File: src/lfa_pkg.sv
// Shared types and constants for the lowest-free identifier allocator.
package lfa_pkg;

    // Default pool size and the number of identifiers held by one cell.
    localparam int LFA_NUM_IDS = 256;
    localparam int LFA_GROUP   = 16;
    localparam int LFA_SLOT_W  = $clog2(LFA_GROUP);

    // Request modes.
    typedef enum logic [1:0] {
        MODE_ALLOC   = 2'd0,
        MODE_RELEASE = 2'd1,
        MODE_TEST    = 2'd2,
        MODE_FILL    = 2'd3
    } lfa_mode_t;

    // Result status codes.
    typedef enum logic [1:0] {
        STAT_OK    = 2'd0,
        STAT_EMPTY = 2'd1,
        STAT_DUP   = 2'd2
    } lfa_status_t;

    // Configuration register indexes.
    localparam logic [0:0] CFG_RANGE_FIRST = 1'b0;
    localparam logic [0:0] CFG_RANGE_LAST  = 1'b1;

    // Sequencer states.
    typedef enum logic [1:0] {
        ST_IDLE,
        ST_EXEC,
        ST_SEARCH
    } lfa_state_t;

    // Broadcast command from the sequencer to every cell.
    typedef struct packed {
        logic fill;
        logic rel;
    } lfa_cmd_t;

    // Grant report from a cell that took the allocate token.
    typedef struct packed {
        logic                  hit;
        logic [LFA_SLOT_W-1:0] slot;
    } lfa_grant_t;

endpackage

File: src/lfa_cell.sv
// One cell of the free-bitmap chain: a group of identifiers and the allocate token stage.
module lfa_cell #(
    parameter int NUM_IDS  = lfa_pkg::LFA_NUM_IDS,
    parameter int CELL_IDX = 0,
    parameter int CMP_W    = 9
) (
    input  logic                clk,
    input  logic                rst_n,
    input  lfa_pkg::lfa_cmd_t   cmd,
    input  logic [CMP_W-1:0]    id,
    input  logic [CMP_W-1:0]    lo,
    input  logic [CMP_W-1:0]    hi,
    input  logic                tok_in,
    output logic                tok_out,
    output logic                hit,
    output lfa_pkg::lfa_grant_t grant
);

    localparam int GROUP = lfa_pkg::LFA_GROUP;

    logic [GROUP-1:0] bits_reg;
    logic [GROUP-1:0] bits_next;
    logic             tok_reg;
    logic             tok_next;
    logic [GROUP-1:0] in_pool;
    logic [GROUP-1:0] id_match;
    logic [GROUP-1:0] set_mask;
    logic [GROUP-1:0] clr_mask;
    logic             any_free;
    logic [lfa_pkg::LFA_SLOT_W-1:0] low_slot;

    // Per-bit address decode against the broadcast id and the fill bounds.
    always_comb
    begin
        logic [CMP_W-1:0] g;
        for (int j = 0; j < GROUP; j++)
        begin
            g           = CMP_W'(CELL_IDX * GROUP + j);
            in_pool[j]  = (g < CMP_W'(NUM_IDS));
            id_match[j] = in_pool[j] && (g == id);
            set_mask[j] = (cmd.fill && in_pool[j] && (g >= lo) && (g <= hi))
                          || (cmd.rel && id_match[j]);
        end
    end

    // The input id is free when its bit is set here.
    assign hit = |(id_match & bits_reg);

    // Lowest free slot of this group.
    always_comb
    begin
        low_slot = '0;
        for (int j = GROUP - 1; j >= 0; j--)
        begin
            if (bits_reg[j])
            begin
                low_slot = lfa_pkg::LFA_SLOT_W'(j);
            end
        end
    end

    assign any_free = |bits_reg;

    // A token that finds a free slot stops here; otherwise it moves on next cycle.
    always_comb
    begin
        grant.hit  = tok_in && any_free;
        grant.slot = low_slot;
        clr_mask   = '0;
        if (grant.hit)
        begin
            clr_mask[low_slot] = 1'b1;
        end
        tok_next  = tok_in && !any_free;
        bits_next = (bits_reg | set_mask) & ~clr_mask;
    end

    assign tok_out = tok_reg;

    // Bitmap and token stage registers.
    always_ff @(posedge clk or negedge rst_n)
    begin
        if (!rst_n)
        begin
            bits_reg <= '0;
            tok_reg  <= 1'b0;
        end
        else
        begin
            bits_reg <= bits_next;
            tok_reg  <= tok_next;
        end
    end

endmodule

File: src/lowest_free_id_allocator.sv
// Top level of the lowest-free identifier allocator: sequencer, configuration and cell chain.
//
// Channel   Direction  Handshake           Payload
// request   in         start && !busy      mode, id
// result    out        done (one cycle)    granted_id, is_free, status
// config    in         cfg_we              cfg_index, cfg_wdata
//
// Release, test and fill go from accept through the execute state to done; a new request may be
// accepted in the cycle done is high. Allocate walks a token along the chain of
// cells, one cell of LFA_GROUP identifiers per cycle, until the cell holding the lowest free
// id takes it; on an empty pool the token falls off the end and done reports EMPTY.
// Reset empties the pool at once; the result side cannot stall.
module lowest_free_id_allocator #(
    parameter int NUM_IDS = lfa_pkg::LFA_NUM_IDS
) (
    input  logic       clk,
    input  logic       rst_n,
    input  logic       start,
    output logic       busy,
    input  logic [1:0] mode,
    input  logic [7:0] id,
    input  logic       cfg_we,
    input  logic [0:0] cfg_index,
    input  logic [7:0] cfg_wdata,
    output logic       done,
    output logic [7:0] granted_id,
    output logic       is_free,
    output logic [1:0] status
);

    localparam int GROUP = lfa_pkg::LFA_GROUP;
    localparam int CELLS = (NUM_IDS + GROUP - 1) / GROUP;
    localparam int GW    = $clog2(CELLS * GROUP);
    localparam int CMP_W = ((GW > 8) ? GW : 8) + 1;

    lfa_pkg::lfa_state_t  state_reg, state_next;
    lfa_pkg::lfa_mode_t   mode_reg;
    logic [7:0]           id_reg;
    logic [7:0]           first_reg;
    logic [7:0]           last_reg;
    logic                 was_free_reg, was_free_next;
    logic                 done_reg, done_next;
    logic [7:0]           granted_reg, granted_next;
    logic                 is_free_reg, is_free_next;
    lfa_pkg::lfa_status_t status_reg, status_next;

    lfa_pkg::lfa_cmd_t    cmd;
    logic [CMP_W-1:0]     id_w;
    logic [CMP_W-1:0]     lo_w;
    logic [CMP_W-1:0]     hi_w;
    logic [CELLS:0]       tok;
    logic [CELLS-1:0]     hits;
    lfa_pkg::lfa_grant_t  grants [CELLS];
    logic                 any_hit;
    logic                 any_grant;
    logic [CMP_W-1:0]     grant_id;
    logic                 exec;

    assign exec = (state_reg == lfa_pkg::ST_EXEC);

    // Broadcast command and operands for the cells.
    assign cmd.fill = exec && (mode_reg == lfa_pkg::MODE_FILL);
    assign cmd.rel  = exec && (mode_reg == lfa_pkg::MODE_RELEASE);
    assign tok[0]   = exec && (mode_reg == lfa_pkg::MODE_ALLOC);
    assign id_w     = CMP_W'(id_reg);
    assign lo_w     = CMP_W'((first_reg < last_reg) ? first_reg : last_reg);
    assign hi_w     = CMP_W'((first_reg < last_reg) ? last_reg : first_reg);

    // The chain of cells.
    for (genvar c = 0; c < CELLS; c++)
    begin : g_cell
        lfa_cell #(
            .NUM_IDS  (NUM_IDS),
            .CELL_IDX (c),
            .CMP_W    (CMP_W)
        ) u_cell (
            .clk     (clk),
            .rst_n   (rst_n),
            .cmd     (cmd),
            .id      (id_w),
            .lo      (lo_w),
            .hi      (hi_w),
            .tok_in  (tok[c]),
            .tok_out (tok[c+1]),
            .hit     (hits[c]),
            .grant   (grants[c])
        );
    end

    // Collect the availability of the id and the granted identifier.
    always_comb
    begin
        any_hit   = |hits;
        any_grant = 1'b0;
        grant_id  = '0;
        for (int c = 0; c < CELLS; c++)
        begin
            if (grants[c].hit)
            begin
                any_grant = 1'b1;
                grant_id  = grant_id | (CMP_W'(c * GROUP) + CMP_W'(grants[c].slot));
            end
        end
    end

    // Sequencer next state and result values.
    always_comb
    begin
        state_next    = state_reg;
        was_free_next = was_free_reg;
        done_next     = 1'b0;
        granted_next  = '0;
        is_free_next  = is_free_reg;
        status_next   = lfa_pkg::STAT_OK;
        case (state_reg)
            lfa_pkg::ST_IDLE:
            begin
                if (start)
                begin
                    state_next = lfa_pkg::ST_EXEC;
                end
            end
            lfa_pkg::ST_EXEC:
            begin
                was_free_next = any_hit;
                is_free_next  = any_hit;
                if (mode_reg != lfa_pkg::MODE_ALLOC)
                begin
                    done_next  = 1'b1;
                    state_next = lfa_pkg::ST_IDLE;
                    if (mode_reg == lfa_pkg::MODE_RELEASE && any_hit)
                    begin
                        status_next = lfa_pkg::STAT_DUP;
                    end
                end
                else if (any_grant)
                begin
                    done_next    = 1'b1;
                    granted_next = grant_id[7:0];
                    state_next   = lfa_pkg::ST_IDLE;
                end
                else
                begin
                    state_next = lfa_pkg::ST_SEARCH;
                end
            end
            lfa_pkg::ST_SEARCH:
            begin
                is_free_next = was_free_reg;
                if (any_grant)
                begin
                    done_next    = 1'b1;
                    granted_next = grant_id[7:0];
                    state_next   = lfa_pkg::ST_IDLE;
                end
                else if (tok[CELLS])
                begin
                    // The token fell off the end of the chain: the pool is empty.
                    done_next   = 1'b1;
                    status_next = lfa_pkg::STAT_EMPTY;
                    state_next  = lfa_pkg::ST_IDLE;
                end
            end
            default:
            begin
                state_next = lfa_pkg::ST_IDLE;
            end
        endcase
    end

    // Control registers.
    always_ff @(posedge clk or negedge rst_n)
    begin
        if (!rst_n)
        begin
            state_reg <= lfa_pkg::ST_IDLE;
            done_reg  <= 1'b0;
            first_reg <= 8'd0;
            last_reg  <= 8'd255;
        end
        else
        begin
            state_reg <= state_next;
            done_reg  <= done_next;
            if (cfg_we && cfg_index == lfa_pkg::CFG_RANGE_FIRST)
            begin
                first_reg <= cfg_wdata;
            end
            if (cfg_we && cfg_index == lfa_pkg::CFG_RANGE_LAST)
            begin
                last_reg <= cfg_wdata;
            end
        end
    end

    // Request capture and result payload registers.
    always_ff @(posedge clk)
    begin
        if (state_reg == lfa_pkg::ST_IDLE && start)
        begin
            mode_reg <= lfa_pkg::lfa_mode_t'(mode);
            id_reg   <= id;
        end
        was_free_reg <= was_free_next;
        granted_reg  <= granted_next;
        is_free_reg  <= is_free_next;
        status_reg   <= status_next;
    end

    assign busy       = (state_reg != lfa_pkg::ST_IDLE);
    assign done       = done_reg;
    assign granted_id = granted_reg;
    assign is_free    = is_free_reg;
    assign status     = status_reg;

endmodule
File: config.mk
export PLATFORM = sky130hd
export DESIGN_NAME = lowest_free_id_allocator
export DESIGN_NICKNAME = d
export VERILOG_FILES = /design/src/lfa_pkg.sv /design/src/lfa_cell.sv /design/src/lowest_free_id_allocator.sv
export SDC_FILE = /design/constraint.sdc
export NUM_CORES = 2
export LEC_CHECK = 0
export BUFFER_PORTS_ARGS = -buffer_cell sky130_fd_sc_hd__buf_2
export CORE_MARGIN = 3
export CORE_UTILIZATION = 35
export DETAILED_ROUTE_END_ITERATION = 10
export PLACE_DENSITY = 0.56
export SYNTH_ARGS = -nofsm -noshare
export SYNTH_HDL_FRONTEND = slang
export SYNTH_HIERARCHICAL = 1
export SYNTH_SLANG_ARGS = --single-unit
File: constraint.sdc
create_clock -name clk -period 7.95 [get_ports clk]
set_input_delay 0.795 -clock clk [delete_from_list [all_inputs] [get_ports clk]]
set_output_delay 0.795 -clock clk [all_outputs]
set_load 0.1 [all_outputs]
==> metrics.txt <==
post-CTS sizing 0; DR vias 31.71k; worst reg2reg setup slack 2.86 ns; Initial Util 35.56%; worst-path maximum fanout 97; Bufs on Longest Clock Path 3; Rows 105; Synth area leader dfrtp_1; WL per Instance 24.45 um; initial antenna violation count 2; routability cong. 0.9359; Slew headroom 14.19%; gr ovfl total 0; Worst Path Arrival 5.59 ns; mapped cell area 29,390 um^2; Async SR Flop Fraction 92.97%; antenna-violating nets left 0; Num CTS Buffers 41; clock period minus worst slack 5.090 ns; Max Slew Vio Count 0; PwrDens 340.4 nW/um^2; setup ws final 2.860 ns; Root Buffer clkbuf_16; area share of the largest cell type after synthesis 24.10%; final wirelength 117,900 um; DRC errors left 0; Die W 295.8 um; Clock transition at path regs 0.06 ns; dpl ws 2.961 ns; Least-Margin Pin Slew 1.274 ns; yosys warns 6; worst reg2reg path endpoint g_cell[9].u_cell/bits_reg[14]; nets 3,756; critical path's slowest cell a211oi_4; area added between synthesis and finish 10.38%; Clock Sinks 313; share of layout cells above drive strength 1 11.22%; Leakage 0.01159 uW; die area 87,480 um^2; detailed router's first-iteration violation count 3,866; # diodes 0; final core utilization 39.25%; Yosys reg bits 313; number of global-route vias before repair 29.73k; port bufs 35; post-route insts no fill 4,822; Post-synth top cells nor2_1, dfrtp_1, a21oi_1; startpoint types register; setup violators final 0; grt met1 use 36.37%; Crit path required time 8.45 ns; max FFs per register 256; cell with the most instances after synthesis nor2_1; first-pass GRT wire length 182,400 um; Post-synth EDFFs 12; Fin Setup TNS 0 ns; Syn Area/Cell 8.023 um^2; CTS tree done; reg2reg start last_reg[1]; cell count after placement 4,750; Setup Crit Path Kind register to register; Synth Flop Type dfrtp_1; worst clock skew 0.01615 ns; vias per cell 6.577; Die Y 295.8 um; Fin. Hold Viols 0; most used cell, CP a211oi_1; worst path cell trace inv_1 -> ha_1 -> a2111o_1 -> a211oi_4 -> mux2_8 -> buf_4 -> o2111a_1 -> a211oi_1 -> a2111oi_0 -> a211oi_1 -> a21oi_1; routing usage on met2 40.46%; Hold Path Class input port to asynchronous set/reset pin; RSZ-0062 raised after global routing false; Post-DP HPWL 80,230 um; CP peak stage delay 0.93 ns; Max Cap Viol 0; 1st-pass router iterations 8; CP delay by family, top compound AO/OA/AOI/OAI gates; Total GRT Usage 26.23%; sequential-to-total area share from yosys stat 26.72%; GR Layer Usage met3 4.583%; cells on worst reg2reg path 11; Yosys cell types 146; status finished clean; H-tree levels 2; Final Power 11,040 uW; # IOs 36; Peak Freq 196.5 MHz; GR peak layer met2; Period Utilization, post-route 64.02%; clock insertion delay at the later pin of the skew report 0.58 ns; Placeable Area 82,640 um^2; hold buffer count at cts 0; crit path capture type register; setup bufs post-CTS 0; WP buf/inv 2; largest net degree at the start of global routing 116; Peak supply drop 0.0001698 V; top cells by area, synth dfrtp_1, nor2_1, a21oi_1, nand2_1, o21ai_0; Gate Count Post-Synth 3,663
## layout make-up
class	instances	area, um^2
clock buffer	56	1192
clock inverter	16	235.2
fill	8373	50200
inverter	144	543.0
multi-input combinational	3140	20670
sequential	313	7853
tap	1070	1339
timing repair buffer	83	608.1
## power by group
part	switching [uW]	leakage (uW)	total, uW	internal, uW
sequential	1160	0.00354	3390	2230
clock	781	0.000705	2020	1240
combinational	3610	0.00735	5630	2020
total	5550	0.0116	11000	5490
## layout by cell type (no fill, tap or decap), types with 31 or more instances in the layout
cell type | synthesis | routed
o211ai_1 | 34 | 34
conb_1 | 1 | 125
buf_2 | 20 | 34
o21ai_0 | 159 | 159
a211oi_1 | 95 | 95
or3_1 | 34 | 34
nand2b_1 | 85 | 85
dfrtp_1 | 283 | 283
nor2b_1 | 56 | 56
and3_1 | 49 | 48
nand2_1 | 251 | 251
nand3_1 | 116 | 116
nor3_1 | 115 | 115
a31oi_1 | 92 | 92
inv_1 | 134 | 134
o21a_1 | 39 | 39
nand4_1 | 54 | 54
a221oi_1 | 85 | 85
a21oi_1 | 261 | 261
o32a_1 | 62 | 62
clkbuf_16 | 0 | 41
buf_4 | 1 | 43
nor2_1 | 433 | 432
nand3b_1 | 35 | 35
nor4_1 | 76 | 76
mux2i_1 | 31 | 31
o31a_1 | 35 | 35
## cell families (layout without fill, tap and decap cells)
logic type / after synthesis / after routing / share of synthesized area, %
adder cells (fa/ha/maj): 10 / 10 / 0.4257
buffers and inverters: 334 / 299 / 4.747
multiplexers: 108 / 108 / 5.399
flip-flops: 313 / 313 / 26.72
AO/OA/AOI/OAI: 1318 / 1318 / 32.97
other: 1 / 125 / 0.01276
AND/OR/NAND/NOR: 1579 / 1579 / 29.73
## through the flow
step           hold WS (ns)  area [um^2]
2_1_floorplan        0.4703        29850
3_3_place_gp         0.5086        31010
3_5_place_dp         0.5181        31010
4_1_cts              0.2794        32440
5_1_grt              0.3053        32440
6_report             0.2402        32440
## worst max-delay path by stage
stage,from,endpoint,slack [ns],depth (start not counted)
6_report,last_reg[1],g_cell[9].u_cell/bits_reg[14],2.86,11
3_5_place_dp,last_reg[1],g_cell[9].u_cell/bits_reg[14],2.96,11
3_3_place_gp,last_reg[1],g_cell[9].u_cell/bits_reg[14],2.92,11
2_1_floorplan,last_reg[1],g_cell[5].u_cell/bits_reg[1],4.19,11
4_1_cts,last_reg[1],g_cell[9].u_cell/bits_reg[14],2.94,11
5_1_grt,last_reg[1],g_cell[9].u_cell/bits_reg[14],2.52,11
## layer usage
layer  up-vias  share of wire, %  wire, um
li1      14420                 -         -
met1     15310                43     50290
met2      1666                44     52050
met3       310               8.8     10430
met4         2               4.3      5100
met5         -             0.012        14
Power figures use the tool's default switching activity.
